## config.mk

```make
export PLATFORM = sky130hd
export DESIGN_NAME = rfrp_queue
export DESIGN_NICKNAME = d
export VERILOG_FILES = /design/src/hw/rtl/rfrp_pkg.sv /design/src/hw/rtl/rfrp_queue.sv
export SDC_FILE = /design/constraint.sdc
export NUM_CORES = 1
export LEC_CHECK = 0
export BUFFER_PORTS_ARGS = -buffer_cell sky130_fd_sc_hd__buf_4
export CELL_PAD_IN_SITES_DETAIL_PLACEMENT = 1
export CELL_PAD_IN_SITES_GLOBAL_PLACEMENT = 1
export CORE_MARGIN = 2
export CORE_UTILIZATION = 30
export CTS_CLUSTER_SIZE = 10
export DETAILED_ROUTE_END_ITERATION = 12
export PLACE_DENSITY = 0.56
export SYNTH_ARGS = -nofsm -noshare
export SYNTH_HDL_FRONTEND = slang
export SYNTH_SLANG_ARGS = --single-unit
export TNS_END_PERCENT = 5
```

## constraint.sdc

```tcl
create_clock -name clk -period 3.9 [get_ports clk]
set_clock_uncertainty 0.05 [all_clocks]
set_input_delay 0.39 -clock clk [delete_from_list [all_inputs] [get_ports clk]]
set_output_delay 0.39 -clock clk [all_outputs]
set_load 0.01 [all_outputs]
```

## src/hw/rtl/rfrp_pkg.sv

```systemverilog
// Shared types and constants of the palette resampler.
// No dependencies; the front, queue, back and top-level modules import it.
package rfrp_pkg;

	localparam int unsigned TEXTURE_SIZE       = 256;
	localparam int unsigned TEX_W              = 8;
	localparam int unsigned DEFAULT_MAX_WIDTH  = 1024;
	localparam int unsigned DEFAULT_MAX_HEIGHT = 1024;
	localparam int unsigned MIN_WIDTH          = 4;
	localparam int unsigned MIN_HEIGHT         = 1;
	localparam int unsigned FRAC_SHIFT         = 16;
	localparam int unsigned ROW_SHIFT          = 8;
	localparam int unsigned QUEUE_DEPTH        = 4;

	localparam int unsigned CFG_DATA_W  = 11;
	localparam int unsigned CFG_INDEX_W = 1;

	localparam logic [CFG_DATA_W-1:0] RESET_WIDTH  = 11'd320;
	localparam logic [CFG_DATA_W-1:0] RESET_HEIGHT = 11'd240;

	typedef enum logic [CFG_INDEX_W-1:0] {
		REG_SOURCE_WIDTH  = 1'b0,
		REG_SOURCE_HEIGHT = 1'b1
	} rfrp_reg_t;

	typedef enum logic {
		OP_PIXEL   = 1'b0,
		OP_PALETTE = 1'b1
	} rfrp_op_t;

	// Command word passed from front to back (the source column follows it).
	typedef struct packed {
		rfrp_op_t          kind;
		logic [7:0]        tag;     // pixel index or palette slot
		logic [31:0]       colour;  // palette color for a palette write
		logic [TEX_W-1:0]  row;     // output row of a pixel
	} rfrp_cmd_t;

endpackage

```

## src/hw/rtl/rfrp_queue.sv

```systemverilog
// Short command queue between the front and back ends.
// Uses rfrp_pkg for its default depth.
module rfrp_queue import rfrp_pkg::*; #(
	parameter int unsigned DATA_W = 8,
	parameter int unsigned DEPTH  = QUEUE_DEPTH
) (
	input  logic              clk,
	input  logic              arst_n,
	input  logic              push,
	input  logic [DATA_W-1:0] push_data,
	input  logic              pop,
	output logic [DATA_W-1:0] pop_data,
	output logic              full,
	output logic              empty
);

	localparam int unsigned PW = (DEPTH > 1) ? $clog2(DEPTH) : 1;
	localparam int unsigned NW = $clog2(DEPTH + 1);

	logic [DATA_W-1:0] slot_q [DEPTH];
	logic [PW-1:0]     wr_q;
	logic [PW-1:0]     rd_q;
	logic [NW-1:0]     count_q;

	assign full     = (32'(count_q) == DEPTH);
	assign empty    = (count_q == '0);
	assign pop_data = slot_q[rd_q];

	always_ff @(posedge clk) begin
		if (push) begin
			slot_q[wr_q] <= push_data;
		end
	end

	always_ff @(posedge clk or negedge arst_n) begin
		if (!arst_n) begin
			wr_q    <= '0;
			rd_q    <= '0;
			count_q <= '0;
		end else begin
			if (push) begin
				wr_q <= (32'(wr_q) == DEPTH - 1) ? '0 : wr_q + PW'(1);
			end
			if (pop) begin
				rd_q <= (32'(rd_q) == DEPTH - 1) ? '0 : rd_q + PW'(1);
			end
			if (push && !pop) begin
				count_q <= count_q + NW'(1);
			end else if (pop && !push) begin
				count_q <= count_q - NW'(1);
			end
		end
	end

endmodule

```

==> impl_metrics.ini <==
[critical_path]
path_max_fanout = 11
regToRegSetupSlack_ns = 2.40
arrival_ns = 1.77
crit_path_end = pop_data[5]
start_kind = flop
r2r_end = slot_q[0][5]
regToRegStartpoint = wr_q[0]
path_class = flop to primary output
required_ns = 3.46
crit_start = rd_q[0]
end_kind = primary output
r2r_cells = 3

[placement]
port_buffers = 21
dpl_worst_slack_ns = 1.94
place_congestion = 0.600
post-place-cells = 168
hpwl_um = 1830

[clocking]
clk_pin_slew_worst_paths_ns = 0.07
numCtsBuffers = 5
clkSinkCount = 39
ctsHoldBuffers = 1
cts_tree = yes
cts_resized = 0
cts_buffer_depth = 2
clk_latency_ns = 0.28
h-tree-depth = 2
cts_setup_buffers = 0
cts-root-buf = clkbuf_8

[timing]
slew_headroom_pct = 58.7
slew_viol_final = 0
worst_slack_ns = 1.69
period_needed_ns = 2.21
rsz0062_at_grt = false
hold_ws_ns = 0.260
worst-slew-pin-transition_ns = 0.619
max_freq_mhz = 452
finalSetupTns_ns = 0
final-hold-violation-count = 0
setup_violations = 0
final.period_utilization_pct = 56.8

[grt]
grt_pass1_vias = 864
grt_pass1_wl_um = 4440
grt_max_degree = 12
grt.overflow.total = 0
antenna_found_initial = 0
grt_use_total_pct = 10.2

[cells_and_area]
antenna_cells = 0
final_cell_mix = edfxtp_1, buf_4, mux4_2, dfrtp_1, ha_1
area_growth_pct = 20.4
finalNetCount = 125
layoutNonFillerInstCount = 177
drive_above_1_share_pct = 35.5
final_common_cell = edfxtp_1

[floorplanning]
ios = 22
core-area_um2 = 5070
start_util_pct = 30.9
die_w_um = 76.3
dieHeight_um = 76.3
rows = 26
die_area_um2 = 5830

[run]
maxCapViolCount = 0

[detailed_routing]
wire_per_inst_um = 15.0
vias = 766
wl_met1_um = 1150
route.detailed.drc = 0
routed_wl_um = 2660
wl_met2_um = 1390
via_per_inst = 4.33
drtPass1Iterations = 3
wl_met3_um = 107
ant_nets = 0
drtIter0Drc = 51
highest_layer = met4

[synth]
synth_fp_nets = 98
synth_seq_cells = 39
syn-cell-area_um2 = 1570
synth_area_per_cell_um2 = 19.9
syn_inst = 79
synthDistinctLibCells = 18
ys_seq_area_share_pct = 72.4
yosys_warnings = 0

[power]
power_density_nw_per_um2 = 670
vdd_drop_max_v = 0.000207
leakage_nw = 0.696

[outcome]
status = complete, no violations

[worst_hold_path]
min_path_type = input pin to flop
-- per-stage QoR --
step / instance area [um^2] / util (%) / power [mW]
after floorplan: 1570 / - / 0.875
after global placement: 1800 / 35.5 / 1.01
after detailed placement: 1800 / 35.5 / 1.04
after CTS: 1890 / 37.3 / 1.29
after global routing: 1890 / 37.3 / 1.36
final: 1890 / 37.3 / 1.27
-- synthesized netlist by cell type (all sizes together) --
master	count	area [um^2]
xor2	2	17.5
nor2	2	7.51
edfxtp	32	961
mux2	3	33.8
nor3b	1	7.51
dfrtp	7	175
nand2	1	3.75
and2	4	25.0
nor3	1	5.00
o21ai	2	10.0
buf	2	16.3
ha	6	75.1
nand3	1	5.00
mux4	8	180
xnor2	1	8.76
inv	5	18.8
fa	1	20.0
-- worst min path at each step --
stage	startpoint	to	slack, ns	depth (start not counted)
after floorplan	arst_n	count_q[0]	0.04	0
after global placement	arst_n	wr_q[1]	0.16	1
after detailed placement	arst_n	wr_q[1]	0.16	1
after CTS	push_data[2]	slot_q[2][2]	0.25	1
after global routing	push_data[4]	slot_q[2][4]	0.24	1
final	push_data[2]	slot_q[2][2]	0.26	1
-- logic make-up after synthesis --
logic type,Yosys count,share of synthesized area (%)
flip-flops,39,72.4
multiplexers,11,13.6
AND/OR/NAND/NOR,10,3.43
buffers and inverters,7,2.23
adder cells (fa/ha/maj),7,6.06
XOR/XNOR,3,1.67
AO/OA/AOI/OAI,2,0.637
-- power by group --
part	switching, mW	leakage, nW	total, mW	internal, mW
clock network	0.129	0.0422	0.254	0.125
logic	0.155	0.277	0.375	0.220
registers	0.0898	0.377	0.638	0.548
total	0.373	0.696	1.27	0.893
-- state kept, by name, indices dropped and copies added, names as in the netlist --
name     count
rd_q         2
wr_q         2
slot_q      32
count_q      3
-- worst max-delay path: stages, from the launching register on --
cell	delay [ns]
dfrtp_1	0.74
mux4_2	0.59
buf_4	0.16
-- layer usage --
metal	vias to the layer above	global-route usage (%)
li1	352	-
met1	395	12.3
met2	17	16.7
met3	2	3.79
met4	0	3.82
met5	-	0
-- final cells by class --
class | instances | area (um^2)
clock buffer | 7 | 76.3
multi-input combinational | 33 | 399
timing repair buffer | 22 | 168
clock inverter | 1 | 5.00
tap | 70 | 87.6
inverter | 5 | 18.8
sequential | 39 | 1140
fill | 533 | 3180
Note: power is estimated with default switching activity, not from simulation.
