<file path="config.mk">
export PLATFORM = sky130hd
export DESIGN_NAME = rfrp_front
export DESIGN_NICKNAME = d
export VERILOG_FILES = /design/src/hw/rtl/rfrp_pkg.sv /design/src/hw/rtl/rfrp_front.sv
export SDC_FILE = /design/constraint.sdc
export NUM_CORES = 1
export LEC_CHECK = 0
export ABC_AREA = 1
export BUFFER_PORTS_ARGS = -buffer_cell sky130_fd_sc_hd__buf_2
export CORE_ASPECT_RATIO = 1.4
export CORE_MARGIN = 1.5
export CORE_UTILIZATION = 24
export DETAILED_ROUTE_END_ITERATION = 8
export PLACE_DENSITY = 0.41
export RECOVER_POWER = 100
export SLEW_MARGIN = 0
export SYNTH_ARGS = -nofsm -noshare
export SYNTH_HDL_FRONTEND = slang
export SYNTH_SLANG_ARGS = --single-unit
export TNS_END_PERCENT = 20
</file>
<file path="constraint.sdc">
create_clock -name clk -period 4.95 [get_ports clk]
set_input_delay 0.2475 -clock clk [delete_from_list [all_inputs] [get_ports clk]]
set_output_delay 0.2475 -clock clk [all_outputs]
set_load 0.02 [all_outputs]
</file>
<file path="src/hw/rtl/rfrp_pkg.sv">
// Shared types and constants of the palette resampler.
// No dependencies; the front, queue, back and top-level modules import it.
package rfrp_pkg;

	localparam int unsigned TEXTURE_SIZE       = 256;
	localparam int unsigned TEX_W              = 8;
	localparam int unsigned DEFAULT_MAX_WIDTH  = 1024;
	localparam int unsigned DEFAULT_MAX_HEIGHT = 1024;
	localparam int unsigned MIN_WIDTH          = 4;
	localparam int unsigned MIN_HEIGHT         = 1;
	localparam int unsigned FRAC_SHIFT         = 16;
	localparam int unsigned ROW_SHIFT          = 8;
	localparam int unsigned QUEUE_DEPTH        = 4;

	localparam int unsigned CFG_DATA_W  = 11;
	localparam int unsigned CFG_INDEX_W = 1;

	localparam logic [CFG_DATA_W-1:0] RESET_WIDTH  = 11'd320;
	localparam logic [CFG_DATA_W-1:0] RESET_HEIGHT = 11'd240;

	typedef enum logic [CFG_INDEX_W-1:0] {
		REG_SOURCE_WIDTH  = 1'b0,
		REG_SOURCE_HEIGHT = 1'b1
	} rfrp_reg_t;

	typedef enum logic {
		OP_PIXEL   = 1'b0,
		OP_PALETTE = 1'b1
	} rfrp_op_t;

	// Command word passed from front to back (the source column follows it).
	typedef struct packed {
		rfrp_op_t          kind;
		logic [7:0]        tag;     // pixel index or palette slot
		logic [31:0]       colour;  // palette color for a palette write
		logic [TEX_W-1:0]  row;     // output row of a pixel
	} rfrp_cmd_t;

endpackage

</file>
<file path="src/hw/rtl/rfrp_front.sv">
// Front end of the palette resampler: config registers, raster walk, row selection.
// Uses rfrp_pkg; feeds rfrp_queue.
module rfrp_front import rfrp_pkg::*; #(
	parameter int unsigned MAX_SOURCE_WIDTH  = DEFAULT_MAX_WIDTH,
	parameter int unsigned MAX_SOURCE_HEIGHT = DEFAULT_MAX_HEIGHT,
	localparam int unsigned CW     = $clog2(MAX_SOURCE_WIDTH),
	localparam int unsigned WW     = $clog2(MAX_SOURCE_WIDTH + 1),
	localparam int unsigned DATA_W = $bits(rfrp_cmd_t) + CW
) (
	input  logic                   clk,
	input  logic                   arst_n,
	input  logic                   in_valid,
	output logic                   in_stall,
	input  logic                   operation,
	input  logic [7:0]             pixel_index,
	input  logic [7:0]             palette_slot,
	input  logic [31:0]            palette_colour,
	input  logic                   cfg_we,
	input  logic [CFG_INDEX_W-1:0] cfg_index,
	input  logic [CFG_DATA_W-1:0]  cfg_data,
	output logic                   push,
	output logic [DATA_W-1:0]      push_data,
	input  logic                   q_full,
	output logic [WW-1:0]          eff_width
);

	localparam int unsigned RW       = $clog2(MAX_SOURCE_HEIGHT);
	localparam int unsigned HW       = $clog2(MAX_SOURCE_HEIGHT + 1);
	localparam int unsigned STEP_MAX = (MAX_SOURCE_HEIGHT > TEXTURE_SIZE) ?
		MAX_SOURCE_HEIGHT : TEXTURE_SIZE;
	localparam int unsigned AW       = $clog2(TEXTURE_SIZE * STEP_MAX + 1);

	logic [CFG_DATA_W-1:0] width_q;
	logic [CFG_DATA_W-1:0] height_q;
	logic [CW-1:0]         sc_q;
	logic [RW-1:0]         sr_q;
	logic [TEX_W:0]        nor_q;
	logic [AW-1:0]         racc_q;

	logic [HW-1:0] eff_height;
	logic [AW-1:0] row_step;
	logic          accept;
	logic          is_pixel;
	logic          row_sel;
	logic          col_end;
	logic          row_end;
	rfrp_cmd_t     cmd;

	always_comb begin
		priority if (32'(width_q) < MIN_WIDTH) begin
			eff_width = WW'(MIN_WIDTH);
		end else if (32'(width_q) > MAX_SOURCE_WIDTH) begin
			eff_width = WW'(MAX_SOURCE_WIDTH);
		end else begin
			eff_width = WW'(width_q);
		end
		priority if (32'(height_q) < MIN_HEIGHT) begin
			eff_height = HW'(MIN_HEIGHT);
		end else if (32'(height_q) > MAX_SOURCE_HEIGHT) begin
			eff_height = HW'(MAX_SOURCE_HEIGHT);
		end else begin
			eff_height = HW'(height_q);
		end
		if (32'(eff_height) > TEXTURE_SIZE) begin
			row_step = AW'(eff_height);
		end else begin
			row_step = AW'(TEXTURE_SIZE);
		end
	end

	assign in_stall = q_full;
	assign accept   = in_valid && !q_full;
	assign is_pixel = (operation == OP_PIXEL);

	// A source row is taken when the scaled output row lands on it.
	assign row_sel = !nor_q[TEX_W] && (32'(racc_q[AW-1:ROW_SHIFT]) == 32'(sr_q));
	assign col_end = (32'(sc_q) + 32'd1) >= 32'(eff_width);
	assign row_end = (32'(sr_q) + 32'd1) >= 32'(eff_height);

	// Palette writes always go back; pixels only from selected rows.
	assign push = accept && (!is_pixel || row_sel);

	always_comb begin
		cmd.kind   = rfrp_op_t'(operation);
		cmd.tag    = is_pixel ? pixel_index : palette_slot;
		cmd.colour = palette_colour;
		cmd.row    = nor_q[TEX_W-1:0];
	end

	assign push_data = {cmd, sc_q};

	always_ff @(posedge clk or negedge arst_n) begin
		if (!arst_n) begin
			width_q  <= RESET_WIDTH;
			height_q <= RESET_HEIGHT;
			sc_q     <= '0;
			sr_q     <= '0;
			nor_q    <= '0;
			racc_q   <= '0;
		end else if (cfg_we) begin
			unique case (rfrp_reg_t'(cfg_index))
				REG_SOURCE_WIDTH:  width_q  <= cfg_data;
				REG_SOURCE_HEIGHT: height_q <= cfg_data;
				default:           width_q  <= width_q;
			endcase
			sc_q   <= '0;
			sr_q   <= '0;
			nor_q  <= '0;
			racc_q <= '0;
		end else if (accept && is_pixel) begin
			if (col_end) begin
				sc_q <= '0;
				if (row_end) begin
					sr_q   <= '0;
					nor_q  <= '0;
					racc_q <= '0;
				end else begin
					sr_q <= sr_q + RW'(1);
					if (row_sel) begin
						nor_q  <= nor_q + (TEX_W+1)'(1);
						racc_q <= racc_q + row_step;
					end
				end
			end else begin
				sc_q <= sc_q + CW'(1);
			end
		end
	end

endmodule

</file>
==> flow_summary.json, run 1 <==
{
  "synth-async-reset-ratio": 1.00,
  "period_share": 0.759,
  "grt.met2_usage": 0.250,
  "synth_seq_area_share": 0.303,
  "power_frac_clock": 0.276,
  "postLayoutCoreUtil": 0.267,
  "pre_cts_ws_ns": 1.23,
  "core_area_um2": 23900,
  "clkTransAtPathRegs_ns": 0.07,
  "critPathMaxStageDelay_ns": 0.54,
  "syn_to_final_growth_pct": 9.84,
  "cts_htree_levels": 3,
  "dp_hpwl_mm": 12.1,
  "maxCapViolCount": 0,
  "drt_iter0_markers": 192,
  "cpMostUsedCell": "nand2_1",
  "slew_headroom": 0.326,
  "dp.cells": 1218,
  "worstPathCellList": "inv_1 -> nand4_1 -> nor4_1 -> nand3_1 -> nand2_1 -> inv_1 -> nor2_1 -> inv_1 -> ha_1 -> nand2_1 -> nor2_1 -> and2_0 -> nand2_1 -> nand4_1 -> nand2_1 -> nor2_8 -> nand2_1 -> nand2_1",
  "ys.flop_type": "dfrtp_1",
  "timing.final.crit_period_ns": 3.76,
  "reg2reg_from": "width_q[7]",
  "fmax_mhz": 266,
  "clockBufferDepth": 2,
  "p_per_area_nw_per_um2": 390,
  "synth-edff-count": 0,
  "swShare": 0.424,
  "tightest_slew_ns": 1.01,
  "cts_sinks": 70,
  "final_max_slew_viol_count": 0,
  "cts_tree": "yes",
  "grt_pass1_wl_mm": 26.6,
  "drc_errors": 0,
  "fin_cells": 1234,
  "setup_viol": 0,
  "io_buffers": 73,
  "antenna_found_initial": 0,
  "min_path_type": "primary input to async pin",
  "grt_overflow": 0,
  "clock_latency_ns": 0.35,
  "track_usage": 0.135,
  "dr.pass1.iters": 4,
  "grt_pass1_vias": 5302,
  "drive_gt1_frac": 0.0758,
  "synthesis.instances": 898,
  "switching_power_mw": 1.06,
  "clock_skew_ns": 0.0124,
  "route.detailed.vias_per_inst": 4.17,
  "fin_nets": 1022,
  "r2r_end": "racc_q[10]",
  "die_w_um": 135,
  "status": "finished clean",
  "met3_usage": 0.0206,
  "reg2regPathDepth": 18,
  "cp-end-kind": "flip-flop",
  "cts_inserted_buffers": 9,
  "critPathTopFamily": "simple AND/OR/NAND/NOR gates",
  "avgSynthCellArea_um2": 6.47,
  "postPlaceCellArea_um2": 6130,
  "finalHoldViolCount": 0,
  "top_usage_layer": "met2",
  "worst-path-max-fanout": 28,
  "postCtsResizedCells": 0,
  "start_kind": "flip-flop",
  "synth_fp_nets": 1001,
  "p_seq_frac": 0.338,
  "max-vdd-ir-drop_mv": 0.202,
  "setup_tns_ns": 0,
  "timing.final.ws_setup_ns": 1.19,
  "synth_cell_types": 33,
  "n_antenna_cell": 0,
  "fillCellCount": 2763,
  "initial_core_util": 0.243,
  "cts-root-buf": "clkbuf_16",
  "wire_per_inst_um": 12.9,
  "cts_hold_buf": 0,
  "ys_seq_elements": 70,
  "chipHeight_um": 187,
  "postRouteAntennaNets": 0,
  "rows": 67,
  "synth.cell_area_um2": 5810,
  "worst_ep_arrival_time_ns": 4.04,
  "grt_max_degree": 71,
  "rsz0062_at_grt": "no",
  "crit_buf_inv": 3,
  "crit_required_ns": 5.23,
  "synth-warning-count": 0,
  "p_comb_frac": 0.386,
  "final_area_um2": 6380,
  "vias": 5150,
  "postCtsSetupBuffers": 0,
  "io_pins": 138,
  "ff2ff_setup_slack_ns": 1.19,
  "use_met1": 0.154,
  "dieArea_um2": 25200,
  "wirelength_mm": 15.9,
  "p_leak_nw": 3.41,
  "critical_path_class": "flip-flop to flip-flop",
  "p_int_mw": 1.43,
  "place_congestion": 0.813,
  "slowest_stage": "nor2_8"
}
power by group through the flow:
stage | Combinational [mW] | Sequential, mW | Clock [mW]
after CTS | 0.994 | 0.845 | 0.712
final | 0.961 | 0.843 | 0.687
after floorplan | 0.834 | 0.798 | 0
after detailed placement | 0.988 | 0.854 | 0
after global routing | 1.11 | 0.865 | 0.734
after global placement | 0.994 | 0.853 | 0
synth_stat cells (2+ instances only):
cell type / number / area (um2)
nand4_1: 9 / 56.3
inv_2: 3 / 11.3
a21oi_1: 15 / 75.1
dfrtp_1: 64 / 1600
nor3_1: 10 / 50.1
a21boi_0: 2 / 15.0
or2_2: 4 / 25.0
clkbuf_1: 9 / 33.8
nor2_2: 4 / 25.0
o21ai_0: 49 / 245
nand3b_1: 3 / 22.5
nand2_1: 332 / 1250
and2_1: 2 / 12.5
nand3_1: 44 / 220
buf_6: 4 / 45.0
buf_4: 42 / 315
nand2_2: 3 / 18.8
inv_1: 119 / 447
buf_2: 7 / 35.0
nor2_1: 93 / 349
xor2_1: 18 / 158
xnor2_1: 11 / 96.3
dfstp_2: 6 / 158
ha_1: 36 / 450
state kept, by name, summed over array words and instances (netlist names):
register and count:
sr_q 10, sc_q 10, width_q 11, height_q 11, nor_q 9, racc_q 19
cells by family (layout without fill, tap and decap cells):
group           count (synthesis)  after routing  share of synthesized area
simple gates                  507            507                      0.355
buf+inv                       186            212                      0.155
flops                          70             70                      0.303
compound gates                 69             69                     0.0631
fa+ha+maj                      37             37                     0.0809
xor+xnor                       29             29                     0.0437
worst reg2reg max path, cell delays in order (launching register included):
cell and delay (ns):
dfrtp_1 0.38, inv_1 0.10, nand4_1 0.08, nor4_1 0.45
nand3_1 0.13, nand2_1 0.13, inv_1 0.11, nor2_1 0.16
inv_1 0.06, ha_1 0.31, nand2_1 0.07, nor2_1 0.16
and2_0 0.15, nand2_1 0.06, nand4_1 0.15, nand2_1 0.44
nor2_8 0.55, nand2_1 0.13, nand2_1 0.09
final cells by class:
| class | count | area (um2) | area share |
|---|---|---|---|
| multi-input cells | 642 | 3150 | 0.493 |
| inverters | 123 | 463 | 0.0725 |
| well taps | 310 | 388 | 0.0608 |
| clock buffers | 10 | 239 | 0.0374 |
| repair buffers | 73 | 318 | 0.0498 |
| clock inverters | 6 | 67.6 | 0.0106 |
| flip-flops and latches | 70 | 1760 | 0.276 |
worst max-delay path by stage:
| stage | startpoint | endpoint | slack [ns] | cells past startpoint |
|---|---|---|---|---|
| final | width_q[7] | racc_q[10] | 1.19 | 18 |
| after detailed placement | sr_q[0] | racc_q[13] | 1.23 | 17 |
| after CTS | sr_q[0] | racc_q[13] | 1.19 | 17 |
| after global placement | sr_q[0] | racc_q[13] | 1.18 | 17 |
| after global routing | width_q[7] | nor_q[7] | 0.61 | 18 |
| after floorplan | width_q[4] | racc_q[13] | 1.93 | 20 |
metal layers:
layer / routed length (um) / vias to the layer above
met2: 8180 / 67
met4: 252 / 0
met5: 0 / -
met1: 7100 / 2304
met3: 404 / 11
li1: - / 2768
placed cells by master, fill, tap and decap left out, types with 2 or more instances in the layout:
cell type,n
clkbuf_16,9
nand3_1,44
nand2_2,2
dfrtp_1,64
or2_2,3
nor2_1,94
a21oi_1,15
nand3b_1,3
inv_1,119
inv_6,2
dfstp_2,6
nor3_1,10
inv_2,3
nor2_2,3
a21boi_0,2
ha_1,36
clkinvlp_4,2
nand2_1,333
xnor2_1,11
clkbuf_1,40
nand4_1,9
xor2_1,18
o21ai_0,49
buf_2,32
metrics by stage:
step	hold WS, ns	total power [mW]
floorplan	-0.0481	1.63
global placement	0.473	1.85
detailed placement	0.478	1.84
CTS	0.0937	2.55
global route	0.135	2.71
finish	0.0410	2.49
Power figures use the tool's default switching activity.
==> inputs of run 2 (changes only) <==
==> constraint.sdc (replaced) <==
create_clock -name clk -period 3.59 [get_ports clk]
set_input_delay 0.1795 -clock clk [delete_from_list [all_inputs] [get_ports clk]]
set_output_delay 0.1795 -clock clk [all_outputs]
set_load 0.02 [all_outputs]
==> run 2 against run 1 <==
  * The run now ends with capacitance limit, slew limit left
  * Combinational power rose by 47%
  * Power up 41%
  * Non-clock buffer count increased by 6
  * Worst setup slack got worse by 0.89 ns
==> flow_summary.json, run 2 (synthesis results as in run 1) <==
{
  "antenna_found_initial": 0,
  "die_w_um": 135,
  "slew_headroom": -0.235,
  "chipHeight_um": 187,
  "final_common_cell": "nand2_1",
  "clkTransAtPathRegs_ns": 0.06,
  "worst_ep_arrival_time_ns": 3.58,
  "critical_path_class": "flip-flop to flip-flop",
  "vias": 5218,
  "initial_core_util": 0.243,
  "cts_sinks": 70,
  "largest_reg_flops": 19,
  "io_pins": 138,
  "critPathMaxStageDelay_ns": 0.43,
  "postLayoutCoreUtil": 0.272,
  "syn_to_final_growth_pct": 11.7,
  "wirelength_mm": 16.7,
  "dp_hpwl_mm": 12.3,
  "cts_inserted_buffers": 9,
  "grt_pass1_wl_mm": 26.9,
  "final_area_um2": 6490,
  "route.detailed.vias_per_inst": 4.20,
  "drt_iter0_markers": 222,
  "worstPathCellList": "ha_1 -> nand2_1 -> nor2_1 -> nand4_1 -> or2_2 -> nand2_1 -> inv_1 -> ha_1 -> nand2_1 -> nor2_1 -> and2_1 -> nand2_1 -> nand4_1 -> nor2_1 -> buf_4 -> nand2_4 -> nand2_4 -> nand2_1 -> nand2_1",
  "tightest_slew_ns": 1.85,
  "wire_per_inst_um": 13.4,
  "status": "finished, violations left",
  "n_antenna_cell": 0,
  "setup_tns_ns": 0,
  "violations": "capacitance limit, slew limit",
  "dr.pass1.iters": 6,
  "core_area_um2": 23900,
  "cp-end-kind": "flip-flop",
  "setup_viol": 0,
  "cts_tree": "yes",
  "layout.cells.most_common_list": "330 x nand2_1, 119 x inv_1, 92 x nor2_1",
  "grt_max_degree": 71,
  "crit_required_ns": 3.88,
  "cpMostUsedCell": "nand2_1",
  "max-vdd-ir-drop_mv": 0.228,
  "track_usage": 0.137,
  "grt_overflow": 0,
  "drc_errors": 0,
  "drive_gt1_frac": 0.0880,
  "p_leak_nw": 3.45,
  "clock_skew_ns": 0.0113,
  "postPlaceCellArea_um2": 6190,
  "fin_nets": 1030,
  "cts_htree_levels": 3,
  "finalHoldViolCount": 0,
  "cts-root-buf": "clkbuf_16",
  "clock_latency_ns": 0.35,
  "fillCellCount": 2743,
  "slowest_stage": "dfrtp_1",
  "largestRegisters": "racc_q (19), height_q (11), width_q (11)",
  "crit_buf_inv": 2,
  "largest_register": "racc_q",
  "start_kind": "flip-flop",
  "maxCapViolCount": 1,
  "io_buffers": 73,
  "clockBufferDepth": 2,
  "worst-path-max-fanout": 12,
  "place_congestion": 0.798,
  "period_share": 0.917,
  "critPathTopFamily": "simple AND/OR/NAND/NOR gates",
  "timing.final.crit_period_ns": 3.29,
  "rows": 67,
  "rsz0062_at_grt": "no",
  "grt_pass1_vias": 5289,
  "cts_hold_buf": 0,
  "fmax_mhz": 304,
  "dieArea_um2": 25200,
  "final_max_slew_viol_count": 71,
  "p_per_area_nw_per_um2": 543,
  "min_path_type": "primary input to flip-flop",
  "postRouteAntennaNets": 0
}
run 2: cell types whose count changed in the layout (fill, tap and decap cells not counted), sizes merged:
cell	before	now
clkbuf	50	54
nand2	336	338
buf	33	38
clkinv	1	0
inv	124	122
run 2: per-layer routing:
metal  vias up  global-route usage  wire [um]
met5         -                   0          0
met4         0              0.0418        318
met3        16              0.0274        537
met2        59               0.252       8610
met1      2362               0.157       7190
li1       2781                   -          -
run 2: per-stage QoR:
step                      total power, mW  hold slack, ns  std cells  worst slack [ns]
after global routing                 3.85          0.0817       1242            0.0125
after global placement               2.55           0.359       1224             0.201
after CTS                            3.54          0.0176       1240             0.146
final                                3.52          0.0672       1242             0.298
after detailed placement             2.55           0.359       1224             0.178
after floorplan                      2.25          -0.116        898             0.566
run 2: final timing paths:
kind,startpoint,cells past startpoint,end,slack (ns)
max,sr_q[0],19,racc_q[17],0.30
min reg2reg,racc_q[0],2,racc_q[0],0.48
min,cfg_data[6],3,height_q[6],0.07
max reg2reg,sr_q[0],19,racc_q[17],0.30
min in group asynchronous,arst_n,1,nor_q[2],0.32
max in group asynchronous,arst_n,1,sc_q[1],2.16
run 2: area by class of cell:
cell class | count | area [um2] | area share
inverters | 123 | 463 | 0.0713
repair buffers | 79 | 370 | 0.0570
flip-flops and latches | 70 | 1760 | 0.271
multi-input cells | 644 | 3210 | 0.494
clock inverters | 3 | 45.0 | 0.00694
well taps | 310 | 388 | 0.0597
clock buffers | 13 | 260 | 0.0401
run 2: power by group:
group          leakage [nW]  total, mW  internal, mW  switching (mW)
Sequential            0.917       1.15         0.953           0.196
Combinational          2.40       1.41         0.490           0.923
Clock                 0.142      0.960         0.578           0.383
run 2: worst min-delay path, stage by stage:
cell     delay (ns)
buf_2          0.09
inv_1          0.06
o21ai_0        0.08
run 2: timing repair:
item | in CTS | in global routing
resized for setup | 0 | 9
setup buffers | 0 | 0
endpoints found under the setup margin | 0 | 28
==> inputs of run 3 (changes only) <==
==> constraint.sdc (replaced) <==
create_clock -name clk -period 3.65 [get_ports clk]
set_input_delay 0.1825 -clock clk [delete_from_list [all_inputs] [get_ports clk]]
set_output_delay 0.1825 -clock clk [all_outputs]
set_load 0.02 [all_outputs]
==> run 3 against run 2 <==
  * The run still ends with capacitance limit, slew limit left
  * Sequential cell count unchanged
  * Worst hold slack better by 0.0087 ns
  * Clock skew up 0.0028 ns
  * Power down 6.1%
  * Utilization down 0.29 points
  * Largest cell class unchanged
==> flow_summary.json, run 3 (synthesis results as in run 1) <==
{
  "antenna_found_initial": 0,
  "wirelength_mm": 16.1,
  "status": "finished, violations left",
  "crit_required_ns": 3.94,
  "met3_usage": 0.0225,
  "worstPathCellList": "ha_1 -> nand2_1 -> nor2_1 -> nand4_1 -> or2_2 -> nand2_1 -> inv_1 -> ha_1 -> nand2_1 -> nor2_1 -> and2_0 -> nand2_1 -> nand4_1 -> nor2_2 -> buf_4 -> nand2_1 -> nand2_8 -> nand2_1 -> nand2_1",
  "grt_overflow": 0,
  "critical_path_class": "flip-flop to flip-flop",
  "track_usage": 0.134,
  "grt.met2_usage": 0.240,
  "worst_ep_arrival_time_ns": 3.58,
  "dieArea_um2": 25200,
  "max-vdd-ir-drop_mv": 0.216,
  "slew_headroom": -0.259,
  "cp-end-kind": "flip-flop",
  "grt_max_degree": 71,
  "syn_to_final_growth_pct": 10.5,
  "use_met1": 0.158,
  "cts_hold_buf": 0,
  "cts_inserted_buffers": 9,
  "grt_pass1_wl_mm": 26.5,
  "largest_register": "racc_q",
  "slowest_stage": "dfrtp_1",
  "rsz0062_at_grt": "no",
  "largestRegisters": "racc_q (19), height_q (11), width_q (11)",
  "p_per_area_nw_per_um2": 515,
  "dp_hpwl_mm": 12.3,
  "grt_pass1_vias": 5201,
  "place_congestion": 0.793,
  "drt_iter0_markers": 215,
  "setup_viol": 0,
  "fmax_mhz": 303,
  "dr.pass1.iters": 4,
  "cts_sinks": 70,
  "clkTransAtPathRegs_ns": 0.06,
  "drive_gt1_frac": 0.0849,
  "final_common_cell": "nand2_1",
  "final_max_slew_viol_count": 71,
  "top_usage_layer": "met2",
  "fin_nets": 1028,
  "largest_reg_flops": 19,
  "min_path_type": "primary input to flip-flop",
  "route.detailed.vias_per_inst": 4.17,
  "cts-root-buf": "clkbuf_16",
  "die_w_um": 135,
  "timing.final.crit_period_ns": 3.30,
  "clock_skew_ns": 0.0141,
  "critPathMaxStageDelay_ns": 0.43,
  "final_area_um2": 6420,
  "core_area_um2": 23900,
  "violations": "capacitance limit, slew limit",
  "io_buffers": 73,
  "maxCapViolCount": 1,
  "initial_core_util": 0.243,
  "layout.cells.most_common_list": "332 x nand2_1, 119 x inv_1, 92 x nor2_1",
  "fillCellCount": 2769,
  "clockBufferDepth": 2,
  "rows": 67,
  "ff2ff_setup_slack_ns": 0.35,
  "cts_tree": "yes",
  "vias": 5172,
  "cts_htree_levels": 3,
  "start_kind": "flip-flop",
  "period_share": 0.904,
  "setup_tns_ns": 0,
  "tightest_slew_ns": 1.89,
  "postPlaceCellArea_um2": 6190,
  "seq_area_um2": 1760,
  "n_antenna_cell": 0,
  "wire_per_inst_um": 13.0,
  "chipHeight_um": 187,
  "p_leak_nw": 3.43,
  "cpMostUsedCell": "nand2_1",
  "postRouteAntennaNets": 0,
  "postCtsSetupBuffers": 0,
  "clock_latency_ns": 0.35,
  "io_pins": 138,
  "finalHoldViolCount": 0,
  "multiInputGateArea_um2": 3170,
  "drc_errors": 0,
  "worst-path-max-fanout": 28
}
## run 3: changes by cell type in the layout (fill, tap and decap cells not counted), sizes merged
cell	change
buf	-1
bufinv	-1
clkbuf	-1
clkinv	+2
inv	+1
nand2	-2
## run 3: stage by stage
stage	hold WS, ns	cells	total power [mW]	utilization	setup slack [ns]
global placement	0.365	1224	2.51	0.259	0.254
global route	0.108	1240	3.62	0.269	0.00989
floorplan	-0.113	898	2.21	-	0.626
finish	0.0758	1240	3.31	0.269	0.351
CTS	0.0272	1240	3.38	0.271	0.228
detailed placement	0.365	1224	2.50	0.259	0.250
## run 3: layout make-up
class | count | share of cell area
inverter | 123 | 0.0721
clock inverter | 5 | 0.00526
tap | 310 | 0.0604
multi-input combinational | 642 | 0.493
clock buffer | 11 | 0.0378
timing repair buffer | 79 | 0.0573
sequential | 70 | 0.274
## run 3: final timing paths
kind,from,to,cells past startpoint
max in group asynchronous,arst_n,sr_q[9],1
setup / recovery,sr_q[0],racc_q[7],19
hold / removal,cfg_data[6],height_q[6],3
min in group asynchronous,arst_n,nor_q[1],1
hold reg to reg,racc_q[0],racc_q[0],2
setup reg to reg,sr_q[0],racc_q[7],19
## run 3: report_power, final
group / internal (mW) / switching, mW
Clock: 0.479 / 0.370
Sequential: 0.938 / 0.196
Combinational: 0.471 / 0.854
## run 3: routing by layer
metal  share of wire  vias up  wire length (um)
met3           0.027       19               434
met1            0.45     2323              7190
li1                -     2768                 -
met2            0.50       62              8090
met4           0.024        0               385
met5               0        -                 0
## run 3: critical path, delay by kind of cell, from the launching register on
family                   cells  cell delay (ns)
AND/OR/NAND/NOR             15             1.97
adder cells (fa/ha/maj)      2             0.53
buffers and inverters        2             0.27
flip-flops                   1             0.43
## run 3: timing repair
item / in CTS / in global routing
endpoints found under the hold margin: 0 / 0
endpoints found under the setup margin: 0 / 25
resized for setup: 0 / 4
